===== config.mk =====
export PLATFORM = sky130hd
export DESIGN_NAME = swd_command_engine_top_flat
export DESIGN_NICKNAME = d
export VERILOG_FILES = /design/src/rtl/core/swd_pkg.sv /design/src/rtl/core/swd_in_if.sv /design/src/rtl/core/swd_out_if.sv /design/src/rtl/core/swd_ctrl.sv /design/src/rtl/core/swd_datapath.sv /design/src/rtl/core/swd_command_engine_top.sv /design/src/flat_wrapper.sv
export SDC_FILE = /design/constraint.sdc
export NUM_CORES = 1
export LEC_CHECK = 0
export BUFFER_PORTS_ARGS = -buffer_cell sky130_fd_sc_hd__buf_2
export CAP_MARGIN = 10
export CORE_ASPECT_RATIO = 1.4
export CORE_UTILIZATION = 61
export CTS_CLUSTER_DIAMETER = 60
export DETAILED_ROUTE_END_ITERATION = 16
export PLACE_DENSITY = 0.76
export SKIP_LAST_GASP = 1
export SLEW_MARGIN = 20
export SYNTH_ARGS = -nofsm -noshare
export SYNTH_HDL_FRONTEND = slang
export SYNTH_SLANG_ARGS = --single-unit

===== constraint.sdc =====
create_clock -name clk -period 2.99 [get_ports clk]
set_clock_uncertainty 0.1 [all_clocks]
set_input_delay 0 -clock clk [delete_from_list [all_inputs] [get_ports clk]]
set_output_delay 0 -clock clk [all_outputs]
set_load 0.02 [all_outputs]

===== src/rtl/core/swd_pkg.sv =====
// ----------------------------------------------------------------------------
// swd_pkg
// Shared types, command codes and constants of the SWD command engine.
// ----------------------------------------------------------------------------
package swd_pkg;

	typedef enum logic [1:0] {
		PH_IDLE    = 2'd0,
		PH_PAYLOAD = 2'd1,
		PH_SAMPLE  = 2'd2
	} phase_t;

	typedef enum logic [2:0] {
		JOB_WRITE  = 3'd0,
		JOB_READ   = 3'd1,
		JOB_REPLY  = 3'd2,
		JOB_MATCH  = 3'd3,
		JOB_UNCONF = 3'd4
	} job_t;

	typedef enum logic [1:0] {
		KIND_WRITE = 2'd0,
		KIND_READ  = 2'd1,
		KIND_REPLY = 2'd2,
		KIND_PINS  = 2'd3
	} kind_t;

	typedef enum logic {
		CS_IDLE = 1'b0,
		CS_RUN  = 1'b1
	} ctrl_state_t;

	// Host command codes.
	localparam logic [7:0] CMD_READ_WORD      = 8'h10;
	localparam logic [7:0] CMD_READ_BITS_LO   = 8'h20;
	localparam logic [7:0] CMD_READ_BITS_HI   = 8'h27;
	localparam logic [7:0] CMD_SILENT_LO      = 8'h28;
	localparam logic [7:0] CMD_SILENT_HI      = 8'h2f;
	localparam logic [7:0] CMD_WRITE_WORD     = 8'h90;
	localparam logic [7:0] CMD_WRITE_BITS_LO  = 8'ha0;
	localparam logic [7:0] CMD_WRITE_BITS_HI  = 8'ha7;

	// Handshake string "?SWD" followed by "?".
	localparam logic [31:0] MAGIC_HEAD = 32'h3F535744;
	localparam logic [7:0]  MAGIC_TAIL = 8'h3F;

	localparam int JOB_CNT_W = 6;

	localparam logic [2:0]           WORD_BYTES       = 3'd4;
	localparam logic [3:0]           BYTE_BITS        = 4'd8;
	localparam logic [2:0]           WINDOW_FULL      = 3'd4;
	localparam logic [JOB_CNT_W-1:0] READ_WORD_CLOCKS = 6'd32;
	localparam logic [JOB_CNT_W-1:0] MATCH_RESULTS    = 6'd6;

	// Reply "!SWD1", one byte per index.
	function automatic logic [7:0] version_byte(input logic [2:0] idx);
		logic [7:0] v;
		case (idx)
			3'd0:    v = 8'h21;
			3'd1:    v = 8'h53;
			3'd2:    v = 8'h57;
			3'd3:    v = 8'h44;
			3'd4:    v = 8'h31;
			default: v = 8'h00;
		endcase
		return v;
	endfunction

	typedef struct packed {
		logic ready;
		logic emit;
	} ctrl_cmd_t;

	typedef struct packed {
		logic accepted;
		logic has_results;
		logic last_result;
		logic out_free;
	} dp_status_t;

endpackage


===== src/rtl/core/swd_in_if.sv =====
// ----------------------------------------------------------------------------
// swd_in_if
// Input channel: host bytes and sampled data line bits.
// ----------------------------------------------------------------------------
interface swd_in_if;
	logic       valid;
	logic       ready;
	logic       cmd;
	logic [7:0] host_byte;
	logic       dio_sample;

	modport source (output valid, output cmd, output host_byte, output dio_sample,
		input ready);
	modport sink (input valid, input cmd, input host_byte, input dio_sample,
		output ready);
endinterface


===== src/rtl/core/swd_out_if.sv =====
// ----------------------------------------------------------------------------
// swd_out_if
// Result channel: wire clocks, reply bytes and pin mode changes.
// ----------------------------------------------------------------------------
interface swd_out_if;
	logic       valid;
	logic       ready;
	logic [1:0] kind;
	logic       dio_out;
	logic [7:0] reply_byte;
	logic       pins_enabled;
	logic       last;

	modport source (output valid, output kind, output dio_out, output reply_byte,
		output pins_enabled, output last, input ready);
	modport sink (input valid, input kind, input dio_out, input reply_byte,
		input pins_enabled, input last, output ready);
endinterface


===== src/rtl/core/swd_ctrl.sv =====
// ----------------------------------------------------------------------------
// swd_ctrl
// Controller: accepts one transaction, then steps the datapath through its
// results one per free output slot.
// ----------------------------------------------------------------------------
module swd_ctrl (
	input  logic                clk,
	input  logic                arst_n,
	input  swd_pkg::dp_status_t sts,
	output swd_pkg::ctrl_cmd_t  ctl
);

	swd_pkg::ctrl_state_t state_q;
	swd_pkg::ctrl_state_t state_n;

	always_ff @(posedge clk or negedge arst_n) begin
		if (!arst_n) begin
			state_q <= swd_pkg::CS_IDLE;
		end else begin
			state_q <= state_n;
		end
	end

	always_comb begin
		state_n = state_q;
		unique case (state_q)
			swd_pkg::CS_IDLE: begin
				if (sts.accepted && sts.has_results) begin
					state_n = swd_pkg::CS_RUN;
				end
			end
			swd_pkg::CS_RUN: begin
				if (sts.out_free && sts.last_result) begin
					state_n = swd_pkg::CS_IDLE;
				end
			end
			default: state_n = swd_pkg::CS_IDLE;
		endcase
	end

	always_comb begin
		ctl = '0;
		unique case (state_q)
			swd_pkg::CS_IDLE: ctl.ready = 1'b1;
			swd_pkg::CS_RUN:  ctl.emit  = sts.out_free;
			default:          ctl = '0;
		endcase
	end

endmodule


===== src/rtl/core/swd_datapath.sv =====
// ----------------------------------------------------------------------------
// swd_datapath
// Engine state, command decode, result sequencer and output register.
// ----------------------------------------------------------------------------
module swd_datapath (
	input  logic                clk,
	input  logic                arst_n,
	swd_in_if.sink              host,
	swd_out_if.source           result,
	input  swd_pkg::ctrl_cmd_t  ctl,
	output swd_pkg::dp_status_t sts
);

	// Engine state.
	logic            cfg_q,    cfg_n;
	swd_pkg::phase_t phase_q,  phase_n;
	logic [2:0]      pbl_q,    pbl_n;
	logic [3:0]      pbc_q,    pbc_n;
	logic [31:0]     window_q, window_n;
	logic [2:0]      fill_q,   fill_n;
	logic [3:0]      sbl_q,    sbl_n;
	logic [2:0]      sbytes_q, sbytes_n;
	logic [7:0]      accum_q,  accum_n;
	logic            supp_q,   supp_n;

	// Result job of the current transaction.
	swd_pkg::job_t                 job_mode_q, plan_mode;
	logic [swd_pkg::JOB_CNT_W-1:0] job_cnt_q,  plan_cnt;
	logic [7:0]                    job_data_q, plan_data;

	// Output register.
	logic       res_valid_q;
	logic [1:0] res_kind_q;
	logic       res_dio_q;
	logic [7:0] res_byte_q;
	logic       res_pins_q;
	logic       res_last_q;

	logic       accepted;
	logic       do_clear;
	logic [2:0] bit_idx;
	logic [7:0] acc_new;
	logic [3:0] sbl_dec;
	logic [2:0] sbytes_dec;
	logic [2:0] pbl_dec;
	logic [3:0] cmd_bits;
	logic       magic_hit;

	logic [1:0] emit_kind;
	logic       emit_dio;
	logic [7:0] emit_byte;

	assign host.ready = ctl.ready;
	assign accepted   = host.valid && ctl.ready;

	assign sts.accepted    = accepted;
	assign sts.has_results = (plan_cnt != '0);
	assign sts.last_result = (job_cnt_q == swd_pkg::JOB_CNT_W'(1));
	assign sts.out_free    = !res_valid_q || result.ready;

	assign bit_idx    = 3'(pbc_q - sbl_q);
	assign acc_new    = accum_q | (8'(host.dio_sample) << bit_idx);
	assign sbl_dec    = sbl_q - 4'd1;
	assign sbytes_dec = (sbytes_q != 3'd0) ? sbytes_q - 3'd1 : 3'd0;
	assign pbl_dec    = (pbl_q != 3'd0) ? pbl_q - 3'd1 : 3'd0;
	assign cmd_bits   = {1'b0, host.host_byte[2:0]} + 4'd1;
	assign magic_hit  = (fill_q >= swd_pkg::WINDOW_FULL) && (window_q == swd_pkg::MAGIC_HEAD)
		&& (host.host_byte == swd_pkg::MAGIC_TAIL);

	// Next engine state and result plan for the offered transaction.
	always_comb begin
		cfg_n     = cfg_q;
		phase_n   = phase_q;
		pbl_n     = pbl_q;
		pbc_n     = pbc_q;
		window_n  = window_q;
		fill_n    = fill_q;
		sbl_n     = sbl_q;
		sbytes_n  = sbytes_q;
		accum_n   = accum_q;
		supp_n    = supp_q;
		do_clear  = 1'b0;
		plan_mode = swd_pkg::JOB_READ;
		plan_cnt  = '0;
		plan_data = '0;

		if (host.cmd) begin
			if (cfg_q && phase_q == swd_pkg::PH_SAMPLE && sbl_q != 4'd0) begin
				if (sbl_dec == 4'd0) begin
					if (!supp_q) begin
						plan_mode = swd_pkg::JOB_REPLY;
						plan_cnt  = swd_pkg::JOB_CNT_W'(1);
						plan_data = acc_new;
					end
					accum_n = 8'd0;
					if (sbytes_dec == 3'd0) begin
						do_clear = 1'b1;
					end else begin
						sbytes_n = sbytes_dec;
						sbl_n    = pbc_q;
					end
				end else begin
					sbl_n   = sbl_dec;
					accum_n = acc_new;
				end
			end
		end else if (!cfg_q) begin
			if (magic_hit) begin
				window_n  = 32'd0;
				fill_n    = 3'd0;
				cfg_n     = 1'b1;
				plan_mode = swd_pkg::JOB_MATCH;
				plan_cnt  = swd_pkg::MATCH_RESULTS;
			end else begin
				window_n = {window_q[23:0], host.host_byte};
				if (fill_q < swd_pkg::WINDOW_FULL) begin
					fill_n = fill_q + 3'd1;
				end
			end
		end else if (phase_q == swd_pkg::PH_SAMPLE) begin
			// Host bytes are dropped while samples are outstanding.
		end else if (phase_q == swd_pkg::PH_PAYLOAD) begin
			plan_mode = swd_pkg::JOB_WRITE;
			plan_cnt  = (pbc_q > swd_pkg::BYTE_BITS) ? swd_pkg::JOB_CNT_W'(swd_pkg::BYTE_BITS)
				: swd_pkg::JOB_CNT_W'(pbc_q);
			plan_data = host.host_byte;
			pbl_n     = pbl_dec;
			if (pbl_dec == 3'd0) begin
				do_clear = 1'b1;
			end
		end else begin
			unique case (host.host_byte) inside
				swd_pkg::CMD_READ_WORD: begin
					plan_mode = swd_pkg::JOB_READ;
					plan_cnt  = swd_pkg::READ_WORD_CLOCKS;
					phase_n   = swd_pkg::PH_SAMPLE;
					pbc_n     = swd_pkg::BYTE_BITS;
					sbl_n     = swd_pkg::BYTE_BITS;
					sbytes_n  = swd_pkg::WORD_BYTES;
					accum_n   = 8'd0;
					supp_n    = 1'b0;
				end
				[swd_pkg::CMD_READ_BITS_LO:swd_pkg::CMD_READ_BITS_HI],
				[swd_pkg::CMD_SILENT_LO:swd_pkg::CMD_SILENT_HI]: begin
					plan_mode = swd_pkg::JOB_READ;
					plan_cnt  = swd_pkg::JOB_CNT_W'(cmd_bits);
					phase_n   = swd_pkg::PH_SAMPLE;
					pbc_n     = cmd_bits;
					sbl_n     = cmd_bits;
					sbytes_n  = 3'd1;
					accum_n   = 8'd0;
					// Silent clocks share the read path but drop the reply.
					supp_n    = host.host_byte[3];
				end
				swd_pkg::CMD_WRITE_WORD: begin
					phase_n = swd_pkg::PH_PAYLOAD;
					pbl_n   = swd_pkg::WORD_BYTES;
					pbc_n   = swd_pkg::BYTE_BITS;
				end
				[swd_pkg::CMD_WRITE_BITS_LO:swd_pkg::CMD_WRITE_BITS_HI]: begin
					phase_n = swd_pkg::PH_PAYLOAD;
					pbl_n   = 3'd1;
					pbc_n   = cmd_bits;
				end
				default: begin
					// The unknown byte restarts the search as its first window byte.
					cfg_n     = 1'b0;
					do_clear  = 1'b1;
					window_n  = {24'd0, host.host_byte};
					fill_n    = 3'd1;
					plan_mode = swd_pkg::JOB_UNCONF;
					plan_cnt  = swd_pkg::JOB_CNT_W'(1);
				end
			endcase
		end

		if (do_clear) begin
			phase_n  = swd_pkg::PH_IDLE;
			pbl_n    = 3'd0;
			pbc_n    = 4'd0;
			sbl_n    = 4'd0;
			sbytes_n = 3'd0;
			accum_n  = 8'd0;
			supp_n   = 1'b0;
		end
	end

	always_ff @(posedge clk or negedge arst_n) begin
		if (!arst_n) begin
			cfg_q    <= 1'b0;
			phase_q  <= swd_pkg::PH_IDLE;
			pbl_q    <= 3'd0;
			pbc_q    <= 4'd0;
			window_q <= 32'd0;
			fill_q   <= 3'd0;
			sbl_q    <= 4'd0;
			sbytes_q <= 3'd0;
			accum_q  <= 8'd0;
			supp_q   <= 1'b0;
		end else if (accepted) begin
			cfg_q    <= cfg_n;
			phase_q  <= phase_n;
			pbl_q    <= pbl_n;
			pbc_q    <= pbc_n;
			window_q <= window_n;
			fill_q   <= fill_n;
			sbl_q    <= sbl_n;
			sbytes_q <= sbytes_n;
			accum_q  <= accum_n;
			supp_q   <= supp_n;
		end
	end

	// One result of the current job.
	always_comb begin
		emit_kind = swd_pkg::KIND_READ;
		emit_dio  = 1'b0;
		emit_byte = 8'd0;
		case (job_mode_q)
			swd_pkg::JOB_WRITE: begin
				emit_kind = swd_pkg::KIND_WRITE;
				emit_dio  = job_data_q[0];
			end
			swd_pkg::JOB_READ: emit_kind = swd_pkg::KIND_READ;
			swd_pkg::JOB_REPLY: begin
				emit_kind = swd_pkg::KIND_REPLY;
				emit_byte = job_data_q;
			end
			swd_pkg::JOB_MATCH: begin
				// The pin change leads, then the five version bytes.
				if (job_cnt_q == swd_pkg::MATCH_RESULTS) begin
					emit_kind = swd_pkg::KIND_PINS;
				end else begin
					emit_kind = swd_pkg::KIND_REPLY;
					emit_byte = swd_pkg::version_byte(
						3'(swd_pkg::MATCH_RESULTS - swd_pkg::JOB_CNT_W'(1) - job_cnt_q));
				end
			end
			swd_pkg::JOB_UNCONF: emit_kind = swd_pkg::KIND_PINS;
			default: emit_kind = swd_pkg::KIND_READ;
		endcase
	end

	always_ff @(posedge clk or negedge arst_n) begin
		if (!arst_n) begin
			job_mode_q <= swd_pkg::JOB_READ;
			job_cnt_q  <= '0;
			job_data_q <= 8'd0;
		end else if (accepted) begin
			job_mode_q <= plan_mode;
			job_cnt_q  <= plan_cnt;
			job_data_q <= plan_data;
		end else if (ctl.emit) begin
			job_cnt_q <= job_cnt_q - swd_pkg::JOB_CNT_W'(1);
			if (job_mode_q == swd_pkg::JOB_WRITE) begin
				job_data_q <= {1'b0, job_data_q[7:1]};
			end
		end
	end

	always_ff @(posedge clk or negedge arst_n) begin
		if (!arst_n) begin
			res_valid_q <= 1'b0;
		end else if (ctl.emit) begin
			res_valid_q <= 1'b1;
		end else if (result.ready) begin
			res_valid_q <= 1'b0;
		end
	end

	always_ff @(posedge clk) begin
		if (ctl.emit) begin
			res_kind_q <= emit_kind;
			res_dio_q  <= emit_dio;
			res_byte_q <= emit_byte;
			res_pins_q <= cfg_q;
			res_last_q <= (job_cnt_q == swd_pkg::JOB_CNT_W'(1));
		end
	end

	assign result.valid        = res_valid_q;
	assign result.kind         = res_kind_q;
	assign result.dio_out      = res_dio_q;
	assign result.reply_byte   = res_byte_q;
	assign result.pins_enabled = res_pins_q;
	assign result.last         = res_last_q;

endmodule


===== src/rtl/core/swd_command_engine_top.sv =====
// ----------------------------------------------------------------------------
// swd_command_engine_top
// Turns host command bytes into SWD write and read clocks and reply bytes.
// ----------------------------------------------------------------------------
//
//  Channel   Direction  Handshake     Payload
//  host      in         valid/ready   cmd, host_byte, dio_sample
//  result    out        valid/ready   kind, dio_out, reply_byte, pins_enabled, last
//
// A transaction is accepted while the controller is idle; its N results then
// leave one per cycle through the output register while it is not stalled
// (N up to 32 for a read word, 8 for a write payload byte).
// The result sequencer's count sets N; the next transaction waits
// until the last result has entered the output register.
// Reset clears the engine unconfigured with the handshake search window empty.
// A stalled result holds in the output register and the sequencer waits.
//
module swd_command_engine_top (
	input logic clk,
	input logic arst_n,
	swd_in_if.sink    host,
	swd_out_if.source result
);

	swd_pkg::ctrl_cmd_t  ctl;
	swd_pkg::dp_status_t sts;

	swd_ctrl u_ctrl (
		.clk    (clk),
		.arst_n (arst_n),
		.sts    (sts),
		.ctl    (ctl)
	);

	swd_datapath u_datapath (
		.clk    (clk),
		.arst_n (arst_n),
		.host   (host),
		.result (result),
		.ctl    (ctl),
		.sts    (sts)
	);

endmodule


===== src/flat_wrapper.sv =====
// flat-port wrapper written by rule: the top's interface ports become plain ports
module swd_command_engine_top_flat 
  (clk, arst_n, host_valid, host_cmd, host_host_byte, host_dio_sample, host_ready, result_valid, result_kind, result_dio_out, result_reply_byte, result_pins_enabled, result_last, result_ready);
  swd_in_if host_i ();
  swd_out_if result_i ();
  input logic clk;
  input logic arst_n;
  input wire logic [$bits(host_i.valid)-1:0] host_valid;
  input wire logic [$bits(host_i.cmd)-1:0] host_cmd;
  input wire logic [$bits(host_i.host_byte)-1:0] host_host_byte;
  input wire logic [$bits(host_i.dio_sample)-1:0] host_dio_sample;
  output wire logic [$bits(host_i.ready)-1:0] host_ready;
  output wire logic [$bits(result_i.valid)-1:0] result_valid;
  output wire logic [$bits(result_i.kind)-1:0] result_kind;
  output wire logic [$bits(result_i.dio_out)-1:0] result_dio_out;
  output wire logic [$bits(result_i.reply_byte)-1:0] result_reply_byte;
  output wire logic [$bits(result_i.pins_enabled)-1:0] result_pins_enabled;
  output wire logic [$bits(result_i.last)-1:0] result_last;
  input wire logic [$bits(result_i.ready)-1:0] result_ready;
  assign host_i.valid = host_valid;
  assign host_i.cmd = host_cmd;
  assign host_i.host_byte = host_host_byte;
  assign host_i.dio_sample = host_dio_sample;
  assign host_ready = host_i.ready;
  assign result_valid = result_i.valid;
  assign result_kind = result_i.kind;
  assign result_dio_out = result_i.dio_out;
  assign result_reply_byte = result_i.reply_byte;
  assign result_pins_enabled = result_i.pins_enabled;
  assign result_last = result_i.last;
  assign result_i.ready = result_ready;
  swd_command_engine_top u_core (.clk(clk), .arst_n(arst_n), .host(host_i), .result(result_i));
endmodule

==> results by stage <==
Run status:
- The run finished with clean final reports.

Placed design:
- The instance count after placement with tap cells included is ~630.
- The total half-perimeter wirelength after legalization and detailed placement is 8830 um.
- The routability congestion estimate from global placement is slightly above 1.
- The count of buffers added on input and output ports is 28.

Yosys:
- The post-synthesis net count is 541.
- The number of warnings issued by yosys is 0.
- The largest area contributor in the netlist is dfrtp_1.
- The commonest cells after synthesis are dfrtp_1, nor2_1, nand2_1, o21ai_0, a21oi_1.
- The average instance in the mapped netlist occupies 9.85 um2.
- After synthesis the cells add up to around 0.005 mm2.
- The count of different cell masters after synthesis is 74.
- In the post-synthesis netlist, the biggest area contributors are dfrtp_1, edfxtp_1, a22o_1.
- After synthesis the netlist holds a flip-flop and latch count of 93.
- The most common flop cell mapped by yosys is dfrtp_1.
- In this run, synthesis inferred 13 flip-flops with an integrated enable.
- Synthesis produced a netlist whose cell count is 511.
- After synthesis, the share of flip-flops with an asynchronous set or reset is 0.860.
- The most common cell in the synthesized netlist is dfrtp_1.
- For this run, the register share of the synthesized area comes to 0.476.
- The top-area cell type share of the netlist area is 0.393.

Setup path:
- The worst register-to-register path ends at u_core.u_datapath.supp_q$_DFFE_PN0P_.
- The arrival time at the worst endpoint is approximately 3000 ps.
- The delay of the slowest cell on the worst path is around 610 ps.
- The endpoint kind of the worst setup timing path is a flip-flop.
- The critical path data required time is 3140 ps.
- The top fanout value on the critical path is 10.
- The startpoint identified for the worst register-to-register timing path is u_core.u_datapath.sbl_q[1]$_DFFE_PN0P_.
- The kind of start point of the critical path is a flip-flop.
- The count of cells along the worst register-to-register path is 9.
- The reg-to-reg setup timing slack is 150 ps.
- The kind of critical path is reg -> reg.
- The largest individual stage delay along the critical path comes from the cell or4b_2.
- Walking the worst path, the cells encountered are inv_1, ha_1, nor3b_1, or4b_2, nor3_1, a21o_1, buf_4, a2bb2oi_1, o31ai_1.

Layout:
- The non-filler instance count after layout is 657.
- For this run, the post-layout net count is just under 600.
- The area growth from synthesis to final layout is 10.6%.
- The layout cell share with drive strength beyond 1 is 0.144.
- The count of inserted antenna diode cells is 0.

Timing:
- The final-report max-slew violation count is 0.
- Timing would allow up to 352 MHz.
- The hold violation count in the final report came to 0.
- Setup repair after global routing left no endpoint under its margin.
- The final-report setup violation count is 0.
- Dividing the final minimum period by the clock period gives 0.950.
- The setup TNS is 0 ps.
- The smallest clock period supported by the final layout is computed as between 2000 and 3000 ps.
- The headroom to the max-slew limit is 0.410.
- The transition time at the pin with the least slew margin is between 800 and 900 ps.

Drt:
- After detailed routing, the number of vias per cell comes to 6.27.
- The DRC violation count after routing is 0.
- The total via count in the routed design is roughly 4,000.
- The starting DRC count in detailed routing is roughly 310.
- Wires add up to 12,200 um.
- The routed wirelength normalized by instance count is 18.5 um.
- The first detailed-routing pass took 7 iterations.
- The post-route antenna net violation count is 0.

Floorplan:
- The initial utilization of the core area, before any placement, comes to 0.638.
- The number of top-level pins is 29.
- The area inside the core boundary is 0.00789 mm2.
- The die span in x is between 70 and 80 um.
- The die span in y is 109 um.
- The die covers ~0.0086 mm2.
- The floorplan row count is 38.

Pwr:
- Of the total power, combinational logic draws 0.170.
- The power per unit of standard cell area is 505 mW/mm2.
- IR analysis of the VDD net gives a maximum drop of 0.385 mV.
- Of the total power, the share spent switching nets is 0.297.
- The share of power burned in registers is 0.562.
- The leakage power summed over all cells is around 2.4 nW.
- The overall power after layout is around 0.0028 W.
- The analysis attributes to net switching a power of 0.000837 W.
- The internal power consumption is 0.00198 W.
- The share of total power in the clock network is 0.268.

Clock tree:
- The clock-pin slew of the registers on the worst-case setup and hold paths is 80 ps.
- The longest clock path from root to sink contains 2 buffers.
- In this run, CTS created clock tree buffers numbering 9.
- The later pin in the worst-skew pair is clocked with a latency of 370 ps.
- The number of H-tree levels is 3.
- The tree built by TritonCTS fans out to 93 sinks.
- The total setup buffers inserted after CTS is 0.
- The clock tree from TritonCTS is yes.
- The root buffer selected by CTS is clkbuf_8.

Global route:
- The number of global-route vias before repair is 4,107.
- The first global-routing pass estimated 20,000 um of wire.
- Entering global routing, the biggest net connects around 80 pins.
- For this run, the total global-route usage over all layers was measured as 0.308.
- Global routing finished with a remaining overflow of 0.
- The initial antenna violation count is 0.

Flow run:
- Max-cap violations in this run came to 0.

Hold path:
- The path class of the tightest hold or removal check is in -> reg.
- The startpoint of the most critical hold path is host_dio_sample.
- For hold timing, the worst endpoint is u_core.u_datapath.accum_q[0]$_DFFE_PN0P_.
- The hold path depth is 5.
power groups by stage:
stage	logic (W)	clock network, W	registers, W
2_1_floorplan	0.000342	0	0.00155
3_3_place_gp	0.000439	0	0.00160
3_5_place_dp	0.000456	0	0.00160
4_1_cts	0.000471	0.000770	0.00158
5_1_grt	0.000536	0.000810	0.00160
6_report	0.000478	0.000755	0.00158
area by class of cell:
| type | count | area [um2] |
|---|---|---|
| clock inverter | 3 | 22.5 |
| tap | 100 | 125 |
| fill | 619 | 2320 |
| timing repair buffer | 52 | 354 |
| inverter | 20 | 75.1 |
| clock buffer | 12 | 145 |
| multi-input combinational | 377 | 2450 |
| sequential | 93 | 2390 |
cells by family (layout without fill, tap and decap cells):
logic type / after synthesis / after routing / share of synthesized area
mux: 4 / 4 / 0.00820
compound gates: 161 / 161 / 0.224
fa+ha+maj: 16 / 16 / 0.0413
buf+inv: 41 / 87 / 0.0418
simple gates: 188 / 188 / 0.190
xor+xnor: 8 / 8 / 0.0196
flops: 93 / 93 / 0.476
critical path: cells and delay by family (launching register included):
kind / cells / cell delay [ps]
AOI/OAI and AO/OA: 3 / 470
adders and majority gates: 1 / 260
buffers and inverters: 2 / 320
DFF: 1 / 420
and+or+nand+nor: 3 / 1140
metal layers:
layer  GRT usage  wire (um)  part of all wire
met1       0.374       5060              0.42
met2       0.512       5850              0.48
met3      0.0481        585             0.048
met4       0.190        663             0.055
met5           0          0                 0
state kept, by name (all words and copies together) (netlist names):
name	cells
u_core.u_datapath.job_cnt_q	6
u_core.u_datapath.result.valid	1
u_core.u_datapath.sbytes_q	3
u_core.u_datapath.sbl_q	4
u_core.u_datapath.phase_q	2
u_core.u_datapath.window_q	32
u_core.u_datapath.result.reply_byte	8
u_core.u_datapath.result.dio_out	1
u_core.u_datapath.supp_q	1
u_core.u_datapath.result.last	1
u_core.u_datapath.cfg_q	1
u_core.u_datapath.pbc_q	4
u_core.u_datapath.accum_q	8
u_core.u_datapath.result.pins_enabled	1
u_core.u_datapath.fill_q	3
u_core.u_datapath.pbl_q	3
u_core.u_datapath.result.kind	2
u_core.u_datapath.job_data_q	8
u_core.u_ctrl.state_q	1
u_core.u_datapath.job_mode_q	3
cell usage in the layout (no fill, tap or decap), drive strengths merged, types with 3 or more instances in the layout:
cell,count
o2111ai,3
nand3b,5
buf,41
nor3,13
and2,6
ha,15
a2bb2oi,3
nand4,4
a21o,5
inv,20
dlygate4sd3,11
nor2,64
o21ai,40
mux2i,3
nand3,11
o211ai,3
and3,3
nand2,50
a31oi,3
xnor2,6
dfrtp,79
nor2b,3
o31ai,6
clkbuf,12
edfxtp,13
o22ai,4
clkinv,3
a21oi,32
nand2b,7
nand4b,4
a22o,33
o21a,4
o41ai,6
o311ai,4
worst max-delay path by stage:
stage,from,slack (ps),end
5_1_grt,u_core.u_datapath.sbl_q[0]$_DFFE_PN0P_,40,u_core.u_datapath.job_data_q[0]$_DFFE_PN0P_
6_report,u_core.u_datapath.sbl_q[1]$_DFFE_PN0P_,150,u_core.u_datapath.supp_q$_DFFE_PN0P_
3_5_place_dp,u_core.u_datapath.sbl_q[1]$_DFFE_PN0P_,120,u_core.u_datapath.pbc_q[2]$_DFFE_PN0P_
4_1_cts,u_core.u_datapath.sbl_q[1]$_DFFE_PN0P_,100,u_core.u_datapath.pbc_q[2]$_DFFE_PN0P_
2_1_floorplan,u_core.u_datapath.sbl_q[1]$_DFFE_PN0P_,470,u_core.u_datapath.supp_q$_DFFE_PN0P_
3_3_place_gp,u_core.u_datapath.sbl_q[1]$_DFFE_PN0P_,300,u_core.u_datapath.pbc_q[3]$_DFFE_PN0P_
metrics by stage:
step,utilization,hold WS (ps),setup slack [ps],cell area (um2)
after floorplan,-,-396,466,5030
after global placement,0.667,118,300,5260
after detailed placement,0.667,119,121,5260
after CTS,0.702,14.9,105,5540
after global routing,0.705,86.4,43.6,5570
final,0.705,32.1,151,5570
repair_timing:
item | CTS | global route
setup endpoints to repair | 0 | 1
gates resized for setup | 0 | 2
endpoints found under the hold margin | 95 | 0
hold buffers | 11 | 0
(Power assumes the default switching activity.)
